===== src/rtl/oversampled_state_variable_filter_defines.svh =====
// Assertion macros shared by the filter RTL.
// Included by the modules that carry concurrent checks; needs clk and rst_n in scope.
`ifndef OVERSAMPLED_STATE_VARIABLE_FILTER_DEFINES_SVH
`define OVERSAMPLED_STATE_VARIABLE_FILTER_DEFINES_SVH
`ifndef SYNTHESIS
`define OSVF_ASSERT(lbl, prop, msg) \
  lbl: assert property (@(posedge clk) disable iff (!rst_n) (prop)) else $error(msg);
`define OSVF_ASSERT_NEXT(lbl, ante, cons, msg) \
  lbl: assert property (@(posedge clk) disable iff (!rst_n) (ante) |=> (cons)) else $error(msg);
`else
`define OSVF_ASSERT(lbl, prop, msg)
`define OSVF_ASSERT_NEXT(lbl, ante, cons, msg)
`endif
`endif


===== src/rtl/osvf_pkg.sv =====
// Shared types and constants of the oversampled state-variable filter.
// No dependencies; imported by every module of the block.
package osvf_pkg;

  localparam int OVERSAMPLE_DEF = 3;

  localparam int K_TUNE  = 34043;
  localparam int C_3     = 10923;
  localparam int C_5     = 546;
  localparam int C_7     = 13;
  localparam int Q16_ONE = 65536;

  localparam logic [16:0] MIN_CUTOFF_RST = 17'd27;

  localparam logic [2:0] MODE_BYPASS = 3'd0;
  localparam logic [2:0] MODE_LOW    = 3'd1;
  localparam logic [2:0] MODE_HIGH   = 3'd2;
  localparam logic [2:0] MODE_BAND   = 3'd3;
  localparam logic [2:0] MODE_NOTCH  = 3'd4;

  localparam int CFG_IDX_W = 4;
  localparam logic [CFG_IDX_W-1:0] REG_MODE       = 4'd0;
  localparam logic [CFG_IDX_W-1:0] REG_CUTOFF     = 4'd1;
  localparam logic [CFG_IDX_W-1:0] REG_RES        = 4'd2;
  localparam logic [CFG_IDX_W-1:0] REG_MIN_CUTOFF = 4'd3;

  typedef struct packed {
    logic [2:0]  mode;
    logic [12:0] cutoff_knob;
    logic [16:0] res_knob;
    logic [16:0] min_cutoff;
  } cfg_t;

  typedef struct packed {
    logic               bypass;
    logic signed [15:0] audio;
    logic [10:0]        cutoff_cv;
    logic [10:0]        res_cv;
  } item_t;

endpackage


===== src/rtl/oversampled_state_variable_filter.sv =====
// Sequence: a bypass request goes from the pop straight to the output register; a
// filtered request passes the pop, the shared multiplier, averaging and the output.
// The engine takes one request at a time, held by the multiplier sequence and the
// reciprocal averaging step; the input FIFO and output register absorb stalls.
// Reset is synchronous: integrators clear, control and configuration registers return to their defaults.
// Depends on osvf_pkg, osvf_front, osvf_engine and osvf_avg.
module oversampled_state_variable_filter #(
  parameter int OVERSAMPLE = osvf_pkg::OVERSAMPLE_DEF
) (
  input  logic                           clk,
  input  logic                           rst_n,
  input  logic                           push,
  output logic                           full,
  input  logic signed [15:0]             in_audio_in,
  input  logic [10:0]                    in_cutoff_cv,
  input  logic [10:0]                    in_res_cv,
  output logic                           empty,
  input  logic                           pop,
  output logic signed [15:0]             out_audio_out,
  input  logic                           cfg_we,
  input  logic [osvf_pkg::CFG_IDX_W-1:0] cfg_idx,
  input  logic [16:0]                    cfg_wdata
);
  import osvf_pkg::*;

  cfg_t               cfg_r;
  logic               item_valid, item_pop;
  item_t              item;
  logic               res_valid, res_ready;
  logic signed [15:0] res_data;
  logic               out_valid_r;
  logic signed [15:0] out_data_r;

  always_ff @(posedge clk) begin
    if (!rst_n) begin
      cfg_r.mode        <= MODE_BYPASS;
      cfg_r.cutoff_knob <= '0;
      cfg_r.res_knob    <= '0;
      cfg_r.min_cutoff  <= MIN_CUTOFF_RST;
    end else if (cfg_we) begin
      case (cfg_idx)
        REG_MODE:       cfg_r.mode        <= cfg_wdata[2:0];
        REG_CUTOFF:     cfg_r.cutoff_knob <= cfg_wdata[12:0];
        REG_RES:        cfg_r.res_knob    <= cfg_wdata;
        REG_MIN_CUTOFF: cfg_r.min_cutoff  <= cfg_wdata;
        default: ;
      endcase
    end
  end

  osvf_front u_front (
    .clk        (clk),
    .rst_n      (rst_n),
    .push       (push),
    .full       (full),
    .audio      (in_audio_in),
    .cutoff_cv  (in_cutoff_cv),
    .res_cv     (in_res_cv),
    .mode       (cfg_r.mode),
    .item_valid (item_valid),
    .item       (item),
    .item_pop   (item_pop)
  );

  osvf_engine #(.OVERSAMPLE(OVERSAMPLE)) u_engine (
    .clk        (clk),
    .rst_n      (rst_n),
    .cfg        (cfg_r),
    .item_valid (item_valid),
    .item       (item),
    .item_pop   (item_pop),
    .res_valid  (res_valid),
    .res_data   (res_data),
    .res_ready  (res_ready)
  );

  assign res_ready = !out_valid_r || pop;

  always_ff @(posedge clk) begin
    if (res_valid && res_ready) begin
      out_data_r <= res_data;
    end
    if (!rst_n) begin
      out_valid_r <= 1'b0;
    end else if (res_valid && res_ready) begin
      out_valid_r <= 1'b1;
    end else if (pop) begin
      out_valid_r <= 1'b0;
    end
  end

  assign empty         = !out_valid_r;
  assign out_audio_out = out_data_r;

endmodule


===== src/rtl/osvf_front.sv =====
// Front end: takes requests, marks bypass requests and queues them in a two-entry FIFO.
// Depends on osvf_pkg.
module osvf_front (
  input  logic               clk,
  input  logic               rst_n,
  input  logic               push,
  output logic               full,
  input  logic signed [15:0] audio,
  input  logic [10:0]        cutoff_cv,
  input  logic [10:0]        res_cv,
  input  logic [2:0]         mode,
  output logic               item_valid,
  output osvf_pkg::item_t    item,
  input  logic               item_pop
);
  import osvf_pkg::*;

  item_t      q_r [2];
  logic       wp_r, rp_r;
  logic [1:0] cnt_r;
  logic       wr, rd;
  item_t      new_item;

  assign full       = (cnt_r == 2'd2);
  assign item_valid = (cnt_r != 2'd0);
  assign item       = q_r[rp_r];
  assign wr         = push && !full;
  assign rd         = item_pop && item_valid;

  always_comb begin
    new_item.bypass    = !(mode inside {MODE_LOW, MODE_HIGH, MODE_BAND, MODE_NOTCH});
    new_item.audio     = audio;
    new_item.cutoff_cv = cutoff_cv;
    new_item.res_cv    = res_cv;
  end

  always_ff @(posedge clk) begin
    if (wr) begin
      q_r[wp_r] <= new_item;
    end
    if (!rst_n) begin
      wp_r  <= 1'b0;
      rp_r  <= 1'b0;
      cnt_r <= 2'd0;
    end else begin
      if (wr) begin
        wp_r <= ~wp_r;
      end
      if (rd) begin
        rp_r <= ~rp_r;
      end
      cnt_r <= cnt_r + {1'b0, wr} - {1'b0, rd};
    end
  end

endmodule


===== src/rtl/osvf_avg.sv =====
// Averaging unit: divides the three pass sums by the oversampling factor with a reciprocal
// multiplication, upper chunk first, then selects and saturates the output. Depends on osvf_pkg.
`include "oversampled_state_variable_filter_defines.svh"
module osvf_avg #(
  parameter int OVERSAMPLE = osvf_pkg::OVERSAMPLE_DEF,
  localparam int SW = 33 + $clog2(OVERSAMPLE)
) (
  input  logic                 clk,
  input  logic                 rst_n,
  input  logic                 start,
  input  logic [2:0]           mode,
  input  logic signed [SW-1:0] s_lp,
  input  logic signed [SW-1:0] s_hp,
  input  logic signed [SW-1:0] s_bp,
  output logic                 busy,
  output logic                 done,
  output logic signed [15:0]   y
);
  import osvf_pkg::*;

  localparam int DIVISOR = 2 * OVERSAMPLE;
  localparam int DW      = $clog2(DIVISOR + 1);
  localparam int UW      = SW + 2;
  localparam int WW      = UW + 3;
  localparam int LW      = 20;
  localparam int XW      = LW + 4;
  localparam int RK      = XW + 4;
  localparam int RECIP   = ((1 << RK) + DIVISOR - 1) / DIVISOR;
  localparam int NCY     = 2;
  localparam int CW      = $clog2(NCY + 1);

  logic [WW-1:0]        num_r [3];
  logic [UW-1:0]        quo_r [3];
  logic [DW-1:0]        rem_r [3];
  logic [XW-1:0]        div_x [3];
  logic [XW-1:0]        div_q [3];
  logic [DW-1:0]        div_r [3];
  logic [CW-1:0]        cnt_r;
  logic                 busy_r, done_r;
  logic signed [UW-1:0] q_lp, q_hp, q_bp;

  function automatic logic [WW-1:0] dividend(input logic signed [SW-1:0] s);
    logic signed [UW-1:0] u;
    u = {s[SW-1], s, 1'b0} + UW'(OVERSAMPLE);
    return WW'(u) + (WW'(DIVISOR) << (UW - 1));
  endfunction

  function automatic logic [XW-1:0] recip_div(input logic [XW-1:0] x);
    logic [XW+RK-1:0] p;
    p = (XW+RK)'(x) * (XW+RK)'(RECIP);
    return p[XW+RK-1:RK];
  endfunction

  function automatic logic signed [15:0] sat16(input logic signed [UW:0] v);
    if (v > (UW+1)'(32767)) begin
      return 16'sh7FFF;
    end else if (v < (UW+1)'(-32768)) begin
      return 16'sh8000;
    end
    return v[15:0];
  endfunction

  // The upper chunk is divided first, then the remainder joined with
  // the lower 20 bits.
  always_comb begin
    for (int l = 0; l < 3; l++) begin
      if (cnt_r == CW'(NCY)) begin
        div_x[l] = XW'(num_r[l][WW-1:LW]);
      end else begin
        div_x[l] = XW'({rem_r[l], num_r[l][LW-1:0]});
      end
      div_q[l] = recip_div(div_x[l]);
      div_r[l] = DW'(div_x[l] - div_q[l] * XW'(DIVISOR));
    end
  end

  always_ff @(posedge clk) begin
    if (start) begin
      num_r[0] <= dividend(s_lp);
      num_r[1] <= dividend(s_hp);
      num_r[2] <= dividend(s_bp);
    end else if (busy_r) begin
      for (int l = 0; l < 3; l++) begin
        if (cnt_r == CW'(NCY)) begin
          quo_r[l][UW-1:LW] <= div_q[l][UW-LW-1:0];
          rem_r[l]          <= div_r[l];
        end else begin
          quo_r[l][LW-1:0] <= div_q[l][LW-1:0];
        end
      end
    end
    if (!rst_n) begin
      busy_r <= 1'b0;
      done_r <= 1'b0;
      cnt_r  <= '0;
    end else begin
      done_r <= 1'b0;
      if (start) begin
        busy_r <= 1'b1;
        cnt_r  <= CW'(NCY);
      end else if (busy_r) begin
        cnt_r <= cnt_r - 1'b1;
        if (cnt_r == CW'(1)) begin
          busy_r <= 1'b0;
          done_r <= 1'b1;
        end
      end
    end
  end

  assign q_lp = {~quo_r[0][UW-1], quo_r[0][UW-2:0]};
  assign q_hp = {~quo_r[1][UW-1], quo_r[1][UW-2:0]};
  assign q_bp = {~quo_r[2][UW-1], quo_r[2][UW-2:0]};

  always_comb begin
    case (mode)
      MODE_LOW:  y = sat16((UW+1)'(q_lp));
      MODE_HIGH: y = sat16((UW+1)'(q_hp));
      MODE_BAND: y = sat16((UW+1)'(q_bp));
      default:   y = sat16((UW+1)'(q_lp) + (UW+1)'(q_hp));
    endcase
  end

  assign busy = busy_r;
  assign done = done_r;

  `OSVF_ASSERT(a_no_restart, start |-> !busy_r, "averaging restarted while busy")
  `OSVF_ASSERT_NEXT(a_done_pulse, done_r, !done_r, "done held longer than one cycle")
  `OSVF_ASSERT(a_done_idle, done_r |-> !busy_r, "done raised while still dividing")

endmodule


===== src/rtl/osvf_engine.sv =====
// Back end: sequencer around one shared multiplier that derives the coefficients
// and runs the filter passes, then hands the sums to osvf_avg. Depends on osvf_pkg.
`include "oversampled_state_variable_filter_defines.svh"
module osvf_engine #(
  parameter int OVERSAMPLE = osvf_pkg::OVERSAMPLE_DEF
) (
  input  logic               clk,
  input  logic               rst_n,
  input  osvf_pkg::cfg_t     cfg,
  input  logic               item_valid,
  input  osvf_pkg::item_t    item,
  output logic               item_pop,
  output logic               res_valid,
  output logic signed [15:0] res_data,
  input  logic               res_ready
);
  import osvf_pkg::*;

  localparam int SW  = 33 + $clog2(OVERSAMPLE);
  localparam int PCW = (OVERSAMPLE > 1) ? $clog2(OVERSAMPLE) : 1;

  typedef enum logic [5:0] {
    ST_IDLE = 6'b000001,
    ST_MUL  = 6'b000010,
    ST_WB   = 6'b000100,
    ST_AVG  = 6'b001000,
    ST_DIV  = 6'b010000,
    ST_OUT  = 6'b100000
  } state_t;

  typedef enum logic [3:0] {
    SP_CUT, SP_FX, SP_FX2, SP_FX3, SP_FX5, SP_FX7,
    SP_T3, SP_T5, SP_T7, SP_RES, SP_LPM, SP_DM, SP_HPM
  } step_t;

  state_t  state_r, state_nxt;
  step_t   step_r, step_nxt;
  logic [PCW-1:0] pass_r, pass_nxt;

  logic signed [15:0] x_r, y_r;
  logic [10:0]        ccv_r, rcv_r;
  logic signed [50:0] prod_r, mul_p, rnd;
  logic signed [32:0] mul_a;
  logic signed [17:0] mul_b;
  logic signed [34:0] q;
  logic [16:0]        cut_r, fx_r, fx2_r, fx3_r, fx5_r, fx7_r, damp_r;
  logic signed [18:0] acc_r, poly;
  logic signed [19:0] ptwo;
  logic [15:0]        f_r, f_c;
  logic [23:0]        pc, c1;
  logic [16:0]        cut_c, damp_c;
  logic [18:0]        rp;
  logic signed [31:0] lp_r, bp_r, hp_r, lp_c, hp_c, bp_c;
  logic signed [SW-1:0] slp_r, shp_r, sbp_r;
  logic               avg_start, avg_busy, avg_done;
  logic signed [15:0] avg_y;

  function automatic logic signed [31:0] sat32(input logic signed [35:0] v);
    if (v > 36'sd2147483647) begin
      return 32'sh7FFFFFFF;
    end else if (v < -36'sd2147483648) begin
      return 32'sh80000000;
    end
    return v[31:0];
  endfunction

  always_comb begin
    mul_a = '0;
    mul_b = '0;
    case (step_r)
      SP_CUT: begin mul_a = {20'd0, cfg.cutoff_knob}; mul_b = {7'd0, ccv_r}; end
      SP_FX:  begin mul_a = {16'd0, cut_r}; mul_b = 18'(K_TUNE); end
      SP_FX2: begin mul_a = {16'd0, fx_r};  mul_b = {1'b0, fx_r}; end
      SP_FX3: begin mul_a = {16'd0, fx2_r}; mul_b = {1'b0, fx_r}; end
      SP_FX5: begin mul_a = {16'd0, fx3_r}; mul_b = {1'b0, fx2_r}; end
      SP_FX7: begin mul_a = {16'd0, fx5_r}; mul_b = {1'b0, fx2_r}; end
      SP_T3:  begin mul_a = {16'd0, fx3_r}; mul_b = 18'(C_3); end
      SP_T5:  begin mul_a = {16'd0, fx5_r}; mul_b = 18'(C_5); end
      SP_T7:  begin mul_a = {16'd0, fx7_r}; mul_b = 18'(C_7); end
      SP_RES: begin mul_a = {16'd0, cfg.res_knob}; mul_b = {7'd0, rcv_r}; end
      SP_LPM: begin mul_a = {bp_r[31], bp_r}; mul_b = {2'd0, f_r}; end
      SP_DM:  begin mul_a = {bp_r[31], bp_r}; mul_b = {1'b0, damp_r}; end
      SP_HPM: begin mul_a = {hp_r[31], hp_r}; mul_b = {2'd0, f_r}; end
      default: begin mul_a = '0; mul_b = '0; end
    endcase
  end

  assign mul_p = mul_a * mul_b;
  assign rnd   = prod_r + 51'sd32768;
  assign q     = rnd[50:16];

  always_comb begin
    pc    = prod_r[33:10];
    c1    = (pc < {7'd0, cfg.min_cutoff}) ? {7'd0, cfg.min_cutoff} : pc;
    cut_c = (c1 > 24'(Q16_ONE)) ? 17'(Q16_ONE) : c1[16:0];
    rp     = prod_r[28:10];
    damp_c = (rp > 19'(Q16_ONE)) ? 17'd0 : 17'(19'(Q16_ONE) - rp);
    poly = acc_r - q[18:0];
    ptwo = {poly, 1'b0};
    if (ptwo < 20'sd0) begin
      f_c = 16'd0;
    end else if (ptwo > 20'sd65535) begin
      f_c = 16'hFFFF;
    end else begin
      f_c = ptwo[15:0];
    end
    lp_c = sat32(36'(lp_r) + 36'(q));
    hp_c = sat32(36'(x_r) - 36'(lp_r) - 36'(q));
    bp_c = sat32(36'(bp_r) + 36'(q));
  end

  always_comb begin
    state_nxt = state_r;
    step_nxt  = step_r;
    pass_nxt  = pass_r;
    item_pop  = 1'b0;
    avg_start = 1'b0;
    res_valid = 1'b0;
    case (state_r)
      ST_IDLE: begin
        if (item_valid) begin
          item_pop  = 1'b1;
          step_nxt  = SP_CUT;
          pass_nxt  = '0;
          state_nxt = item.bypass ? ST_OUT : ST_MUL;
        end
      end
      ST_MUL: state_nxt = ST_WB;
      ST_WB: begin
        state_nxt = ST_MUL;
        if (step_r == SP_HPM) begin
          if (pass_r == PCW'(OVERSAMPLE - 1)) begin
            state_nxt = ST_AVG;
          end else begin
            pass_nxt = pass_r + 1'b1;
            step_nxt = SP_LPM;
          end
        end else begin
          step_nxt = step_t'(step_r + 4'd1);
        end
      end
      ST_AVG: begin
        avg_start = 1'b1;
        state_nxt = ST_DIV;
      end
      ST_DIV: begin
        if (avg_done) begin
          state_nxt = ST_OUT;
        end
      end
      ST_OUT: begin
        res_valid = 1'b1;
        if (res_ready) begin
          state_nxt = ST_IDLE;
        end
      end
      default: state_nxt = ST_IDLE;
    endcase
  end

  always_ff @(posedge clk) begin
    case (state_r)
      ST_IDLE: begin
        x_r   <= item.audio;
        y_r   <= item.audio;
        ccv_r <= item.cutoff_cv;
        rcv_r <= item.res_cv;
        slp_r <= '0;
        shp_r <= '0;
        sbp_r <= '0;
      end
      ST_MUL: prod_r <= mul_p;
      ST_DIV: y_r <= avg_y;
      default: ;
    endcase
    if (state_r == ST_WB) begin
      case (step_r)
        SP_CUT: cut_r <= cut_c;
        SP_FX:  fx_r  <= q[16:0];
        SP_FX2: fx2_r <= q[16:0];
        SP_FX3: fx3_r <= q[16:0];
        SP_FX5: fx5_r <= q[16:0];
        SP_FX7: fx7_r <= q[16:0];
        SP_T3:  acc_r <= {2'b0, fx_r} - q[18:0];
        SP_T5:  acc_r <= acc_r + q[18:0];
        SP_T7:  f_r   <= f_c;
        SP_RES: damp_r <= damp_c;
        SP_DM:  hp_r  <= hp_c;
        default: ;
      endcase
    end
    if (!rst_n) begin
      state_r <= ST_IDLE;
      step_r  <= SP_CUT;
      pass_r  <= '0;
      lp_r    <= '0;
      bp_r    <= '0;
    end else begin
      state_r <= state_nxt;
      step_r  <= step_nxt;
      pass_r  <= pass_nxt;
      if (state_r == ST_WB && step_r == SP_LPM) begin
        lp_r <= lp_c;
      end
      if (state_r == ST_WB && step_r == SP_HPM) begin
        bp_r  <= bp_c;
        slp_r <= slp_r + SW'(lp_r);
        shp_r <= shp_r + SW'(hp_r);
        sbp_r <= sbp_r + SW'(bp_c);
      end
    end
  end

  osvf_avg #(.OVERSAMPLE(OVERSAMPLE)) u_avg (
    .clk   (clk),
    .rst_n (rst_n),
    .start (avg_start),
    .mode  (cfg.mode),
    .s_lp  (slp_r),
    .s_hp  (shp_r),
    .s_bp  (sbp_r),
    .busy  (avg_busy),
    .done  (avg_done),
    .y     (avg_y)
  );

  assign res_data = y_r;

  `OSVF_ASSERT(a_avg_free, avg_start |-> !avg_busy, "averaging unit busy at start")
  `OSVF_ASSERT_NEXT(a_res_hold, res_valid && !res_ready, res_valid && $stable(res_data), "result changed while stalled")
  `OSVF_ASSERT_NEXT(a_bypass_state, state_r == ST_IDLE && item_valid && item.bypass, $stable(lp_r) && $stable(bp_r), "bypass request touched the integrators")

endmodule

===== config.mk =====
export PLATFORM = sky130hd
export DESIGN_NAME = oversampled_state_variable_filter
export DESIGN_NICKNAME = d
export VERILOG_FILES = /design/src/rtl/osvf_pkg.sv /design/src/rtl/oversampled_state_variable_filter.sv /design/src/rtl/osvf_front.sv /design/src/rtl/osvf_avg.sv /design/src/rtl/osvf_engine.sv
export VERILOG_INCLUDE_DIRS = /design/src /design/src/rtl
export SDC_FILE = /design/constraint.sdc
export NUM_CORES = 2
export LEC_CHECK = 0
export BUFFER_PORTS_ARGS = -buffer_cell sky130_fd_sc_hd__buf_2
export CAP_MARGIN = 20
export CORE_UTILIZATION = 40
export DETAILED_ROUTE_END_ITERATION = 16
export GPL_ROUTABILITY_DRIVEN = 0
export GPL_TIMING_DRIVEN = 1
export SLEW_MARGIN = 40
export SYNTH_ARGS = -nofsm -noshare
export SYNTH_HDL_FRONTEND = slang
export SYNTH_SLANG_ARGS = --single-unit
export TNS_END_PERCENT = 20

===== constraint.sdc =====
create_clock -name clk -period 15.46 [get_ports clk]
set_input_delay 3.092 -clock clk [delete_from_list [all_inputs] [get_ports clk]]
set_output_delay 3.092 -clock clk [all_outputs]
set_load 0.02 [all_outputs]

### Word level (Yosys, flattened, before mapping)

Memory sizes are Yosys's and may differ from the RTL's. A register that Yosys moved wholly into a read port is not among the register bits.
Index checks and enable logic that the tools add are counted.
Widths: inputs -> output; s select.

* bits in registers: 547
* memory bits (writable): 318
* input bits: 64
* output and inout port bits: 18
* memories kept: 4

* add/subtract/negate cells: 27
* $mul: 7
* order comparisons: 19
* eq/ne operators: 35
* multiplexer cells: 99
* bitwise logic cells: 7
* reductions and logical operators: 44

Memory list
* u_engine.u_avg.num_r: depth 3, width 40, rd ports 3, clocked after Yosys merged registers in 0, wr ports 3, line osvf_avg.sv:32 `logic [WW-1:0] num_r [3];`
* u_engine.u_avg.quo_r: depth 3, width 37, rd ports 3, clocked after Yosys merged registers in 0, wr ports 3, line osvf_avg.sv:33 `logic [UW-1:0] quo_r [3];`
* u_front.q_r: depth 2, width 39, rd ports 1, clocked after Yosys merged registers in 1, wr ports 1, line osvf_front.sv:18 `item_t q_r [2];`
* u_engine.u_avg.rem_r: depth 3, width 3, rd ports 3, clocked after Yosys merged registers in 0, wr ports 3, line osvf_avg.sv:34 `logic [DW-1:0] rem_r [3];`

Operator list (count)
* $pmux 33 s10: 1
* $mux 35: 9
* $mux 32: 9
* $mux 16: 13
* $pmux 17 s10: 1
* $mul 23x26->49 const B: 3
* $add 37x40->40 const B: 3
* $add 36x3->37 const B: 3
* $gt 37x16->1 const B: 3
* $lt 37x16->1 const B: 3
* $gt 36x32->1 const B: 3
* $lt 36x32->1 const B: 3
* $add 35x32->35: 3
* $add 32x35->36: 2
* $mux 23: 3
* $mul 21x2->2 const B: 3
* $add 51x17->51 const B: 1
* $mul 33x18->51: 1
* $pmux 16 s3: 1
* $mux 1: 42
* $add 37x37->38: 1
* $gt 38x16->1 const B: 1
* $lt 38x16->1 const B: 1
* $pmux 19 s2: 1
* 54 further kinds: 124

### Logic depth before layout (Yosys ltp)

An unclocked memory read counts as a cell.

* depth after elaboration: 10
* depth in mapped cells: 40

### Hierarchy

Synthesis repeated with hierarchy kept, for this count alone.

* cell total of the unflattened synthesis: 9396
* area total of the unflattened synthesis: 91400.2 µm²

Modules (own cells, without submodules)
* osvf_engine: instances 1, cells an instance 5689, area an instance 51165.3 µm², sequential area each 12061.6 µm²
* osvf_avg: instances 1, cells an instance 3343, area an instance 34654.5 µm², sequential area each 7016.7 µm²
* osvf_front: instances 1, cells an instance 150, area an instance 3109.2 µm², sequential area each 2442.3 µm²
* oversampled_state_variable_filter: instances 1, cells an instance 214, area an instance 2471.1 µm², sequential area each 1501.4 µm²

### Least setup slack after synthesis

Ideal clock, no wire load.

* kind: flip-flop to flip-flop
* from: reg u_engine.step_r[0]
* to: reg u_engine.prod_r[34], data pin
* arrival time: 8.638 ns
* required time: 15.323 ns
* slack: 6.684 ns
* stages on the path, launching flop included: 34
* clock period less this slack: 8.776 ns
* cells stage by stage: dfxtp_1 > inv_1 > ha_1 > clkbuf_1 > and2_1 > clkbuf_1 > or2_2 > clkbuf_1 > clkbuf_1 > a221oi_1 > and3_1 > clkbuf_1 > nor2_1 > fa_1 > fa_1 > inv_1 > fa_1 > fa_1 > fa_1 > inv_1 > fa_1 > ha_1 > a21o_1 > a21o_1 > a21oi_1 > nor2_1 > a2111oi_0 > a21boi_0 > o21ai_0 > a21boi_1 > o21ai_0 > a311oi_1 > or4_1 > nand4_1

* longest elaborated chain between the ends: 4
* elaborated cells between the ends (all ways): 22

RTL lines
* start: declaration: line osvf_engine.sv:37 `step_t step_r, step_nxt;`
* start signal: assignment: line osvf_engine.sv:200 `step_r <= step_nxt;`
* $eq 4x4->1 (tied with other cells): line osvf_engine.sv:70 `case (step_r)`
* $reduce_or 2->1 (no line)
* $pmux 33 s10 / $pmux 17 s10 (equally long branches): line osvf_engine.sv:70
* $mul 33x18->51 *: line osvf_engine.sv:88 `assign mul_p = mul_a * mul_b;`
* net u_engine.mul_p[34]: line osvf_engine.sv:42 `logic signed [50:0] prod_r, mul_p, rnd;`
* end signal: assignment: line osvf_engine.sv:172 `ST_MUL: prod_r <= mul_p;`
* end: declaration: line osvf_engine.sv:42

The timed path passes the listed nets; every way through them passes the cells marked *.
A chain may end at the register's enable or synchronous reset.

### Final worst setup path

* from: reg u_engine.prod_r[17]
* to: reg u_engine.sbp_r[34]

* longest elaborated chain between the ends: 9
* elaborated cells between the ends (all ways): 11

RTL lines
* $add 51x17->51 *: line osvf_engine.sv:89 `assign rnd = prod_r + 51'sd32768;`
* $add 32x35->36 *: line osvf_engine.sv:109 `bp_c = sat32(36'(bp_r) + 36'(q));`
* $lt 36x32->1: line osvf_engine.sv:61 `end else if (v < -36'sd2147483648) begin`
* $mux 1: line osvf_engine.sv:61
* $mux 1: line osvf_engine.sv:59 `if (v > 36'sd2147483647) begin`
* $mux 32 *: line osvf_engine.sv:64 `return v[31:0];`
* net u_engine.bp_c[9]: line osvf_engine.sv:53 `logic signed [31:0] lp_r, bp_r, hp_r, lp_c, hp_c, bp_c;`
* $add 35x32->35 *: line osvf_engine.sv:209 `sbp_r <= sbp_r + SW'(bp_c);`
* $mux 35 *: line osvf_engine.sv:205 `if (state_r == ST_WB && step_r == SP_HPM) begin`
* $mux 35 *: line osvf_engine.sv:192 `if (!rst_n) begin`
* end signal: assignment: line osvf_engine.sv:209
* end: declaration: line osvf_engine.sv:54 `logic signed [SW-1:0] slp_r, shp_r, sbp_r;`

Marks and branches as above.

==> summary.txt <==
Status
  – Status: finished, final reports clean

Setup path
  – RR Startpoint: u_engine.prod_r[17]
  – Crit-path most repeated cell: o21ai_0
  – Worst reg-to-reg setup slack: 4910 ps
  – Critical Path AT: 11130 ps
  – CP peak stage delay: 750 ps
  – Worst Setup Start Kind: register
  – Setup Crit Path Kind: reg -> reg
  – WP data required: 16040 ps
  – Reg2reg end: u_engine.sbp_r[34]
  – Worst-path maximum fanout: 30
  – R2R depth: 33
  – CP Capture Type: register
  – Slowest CP cell: a2111oi_0

Timing
  – Final min period: 10550 ps
  – TNS Setup: 0 ps
  – Slew @ Worst Pin: 921 ps
  – FMAX: 94.8 MHz
  – Setup-failing EPs final: 0
  – Unrepaired setup endpoints after global routing: false
  – Slew Limit Fails: 0
  – Hold Vio Cnt, Final: 0
  – Clock Skew: 36.2 ps
  – Slew Limit Headroom: 38.6%
  – Period utilization: 68.2%

Yosys
  – Syn Area/Cell: 9.90 µm²
  – Syn Nets: 11100
  – Post-synth EDFFs: 606
  – Top cells by area, synth: fa_1 (23%), edfxtp_1 (20%), ha_1 (14%)
  – Dominant synthesized flop cell: edfxtp_1
  – Synth Register Bits: 847
  – Area leader, netlist: fa_1
  – Synth Warn #: 0
  – Top cell type's share of synthesized area: 22.7%
  – Mapped Cells: 9015
  – Asr flop ratio synth: 0%
  – Commonest cells in the netlist: inv_1 (1497), ha_1 (1031), fa_1 (1011), nor2_1 (629), edfxtp_1 (606)
  – Synth Cell Area: 89200 µm²
  – Synth cell types: 94
  – Sequential share of the synthesized area: 25.8%
  – Top-count cell post-synth: inv_1

Global route
  – Total gr overflow: 0
  – Vias in the first global route: 67500
  – First-pass GRT wire length: 398000 µm
  – Gr busiest metal: met2
  – Total GRT Usage: 23.0%
  – Largest net degree at the start of global routing: 107
  – Met3 Usage GRT: 3.42%
  – Antenna violations before repair: 13
  – M2 GR Usage: 38.2%
  – Met1 Resource Use GR: 29.7%

Min path
  – Beginning of the worst hold path: u_engine.res_data[14]
  – Hold WC Path Type: reg -> reg
  – Hold Crit Depth: 0
  – Hold Path End: out_audio_out[14]

Clock tree
  – CTS root buf: clkbuf_16
  – CTS sink count: 847
  – CTS tree: yes
  – Total CTS buffers: 93
  – PostCTS Resize Cnt: 0
  – H-tree depth: 3
  – Clk pin slew, worst setup/hold paths: 60 ps
  – Postcts setup bufs: 0
  – Clk_lat worst skew: 730 ps
  – CTS Hold Bufs: 0
  – Clock buffer depth: 3

Power and ir drop
  – Worst VDD drop: 0.132 mV
  – Power Density: 71.4 nW/µm²
  – Pleak: 42.9 nW
  – Switching Share: 34.0%
  – Clk pwr share: 33.4%
  – Switching power: 2.35 mW
  – Logic pwr share: 26.5%
  – Part of the power in registers: 40.1%
  – Internal: 4.54 mW

Layout
  – Nets: 11100
  – Finished layout cell area: 96600 µm²
  – Area delta synth->final: 8.23%
  – Final Instance Count excl. Fillers: 12100
  – Fraction of layout cells with a size suffix above 1: 5.87%
  – Post-layout util: 43.8%

Floorplan
  – Rows: 172
  – Die Footprint: 225000 µm²
  – Core box area: 221000 µm²
  – Die X: 474 µm
  – I/O pin count: 82
  – Die H: 474 µm
  – Initial Utilization: 40.4%

Drt
  – Antenna-violating nets left: 0
  – DRC Markers: 0
  – Vias/cell: 5.49
  – DRT iter0 DRCs: 5557
  – Routed WL: 259000 µm
  – DR WL/cell: 21.4 µm
  – Routed vias: 66300
  – Drt first pass iters: 7

Place
  – HPWL after DPL: 210000 µm
  – Placed Cells: 11900
  – Port bufs: 81
  – DP Area: 93400 µm²

Flow run
  – Max capacitance violation total: 0
per-layer routing:
layer  vias to the layer above  routed length [µm]
met4                         0               12000
met1                     33100              107000
met2                      2249              122000
li1                      30500                   -
met5                         -                   0
met3                       520               17200
logic make-up (layout without fill, tap and decap cells):
family	count (synthesis)	after routing	share of synthesized area, %
xor gates and xnor gates	508	508	5.03
muxes	155	155	1.85
other	0	11	0
AOI/OAI and AO/OA	1605	1605	11.7
and+or+nand+nor	2081	2081	10.9
buffers and inverters	1777	1859	7.50
DFF	847	847	25.8
adders and majority gates	2042	2042	37.1
state kept, by name, summed over array words and instances, names as in the netlist, 16 cells and up, named ones only:
| signal | count |
|---|---|
| u_engine.slp_r | 35 |
| u_engine.fx7_r | 17 |
| out_audio_out | 16 |
| u_engine.shp_r | 35 |
| u_engine.lp_r | 32 |
| u_engine.x_r | 16 |
| u_engine.fx3_r | 17 |
| u_engine.fx5_r | 17 |
| u_engine.u_avg.quo_r | 111 |
| cfg_r | 50 |
| u_engine.acc_r | 19 |
| u_engine.res_data | 16 |
| u_engine.f_r | 16 |
| u_engine.fx_r | 17 |
| u_engine.damp_r | 17 |
| u_engine.hp_r | 32 |
| u_front.q_r | 78 |
| u_engine.sbp_r | 35 |
| u_engine.bp_r | 32 |
| u_engine.u_avg.num_r | 111 |
| u_engine.cut_r | 17 |
| u_engine.fx2_r | 17 |
| u_engine.prod_r | 41 |
cell usage in the layout (no fill, tap or decap), drive strengths merged, types with 127 or more instances in the layout:
cell type / count
clkbuf: 127
nor2: 629
fa: 1011
xnor2: 333
edfxtp: 606
a21o: 169
inv: 1507
o21ai: 406
nand2: 583
xor2: 172
dfxtp: 241
nand3: 228
buf: 188
ha: 1031
a21oi: 404
how the worst max path moves through the flow:
stage                                   start                   to  slack, ps  cells after the start
after CTS                 u_engine.prod_r[17]   u_engine.sbp_r[34]       5220                     33
after global placement    u_engine.prod_r[17]   u_engine.sbp_r[34]       5510                     33
after detailed placement  u_engine.prod_r[17]   u_engine.sbp_r[34]       5270                     33
final                     u_engine.prod_r[17]   u_engine.sbp_r[34]       4910                     33
after floorplan            u_engine.step_r[0]  u_engine.prod_r[34]       6680                     33
after global routing      u_engine.prod_r[17]   u_engine.sbp_r[34]       4320                     33
final cells by class:
cell class,instances,area (µm²)
clock buffers,127,2590
repair buffers,188,1260
diodes,11,27.5
clock inverters,47,512
well taps,2958,3700
fillers,20900,124000
flip-flops and latches,847,23000
multi-input cells,6391,59800
inverters,1497,5620
critical path, delay by kind of cell, from the launching register on:
family | cells | cell delay (ps)
xor gates and xnor gates | 2 | 780
buffers and inverters | 1 | 250
and+or+nand+nor | 10 | 2650
AOI/OAI and AO/OA | 18 | 5320
DFF | 1 | 600
adders and majority gates | 2 | 810
per-stage QoR:
stage | hold WS, ps | worst slack (ps) | total power [mW]
6_report | 419 | 4910 | 6.89
2_1_floorplan | 400 | 6680 | 3.94
4_1_cts | 419 | 5220 | 6.89
5_1_grt | 421 | 4320 | 7.16
3_3_place_gp | 408 | 5510 | 4.56
3_5_place_dp | 405 | 5270 | 4.58
power by group through the flow:
stage	sequential [mW]	combinational, mW	clock (mW)
5_1_grt	2.77	1.99	2.41
2_1_floorplan	2.74	1.20	0
3_5_place_dp	2.80	1.78	0
6_report	2.76	1.82	2.30
4_1_cts	2.76	1.79	2.34
3_3_place_gp	2.81	1.76	0
Power figures use the tool's default switching activity.
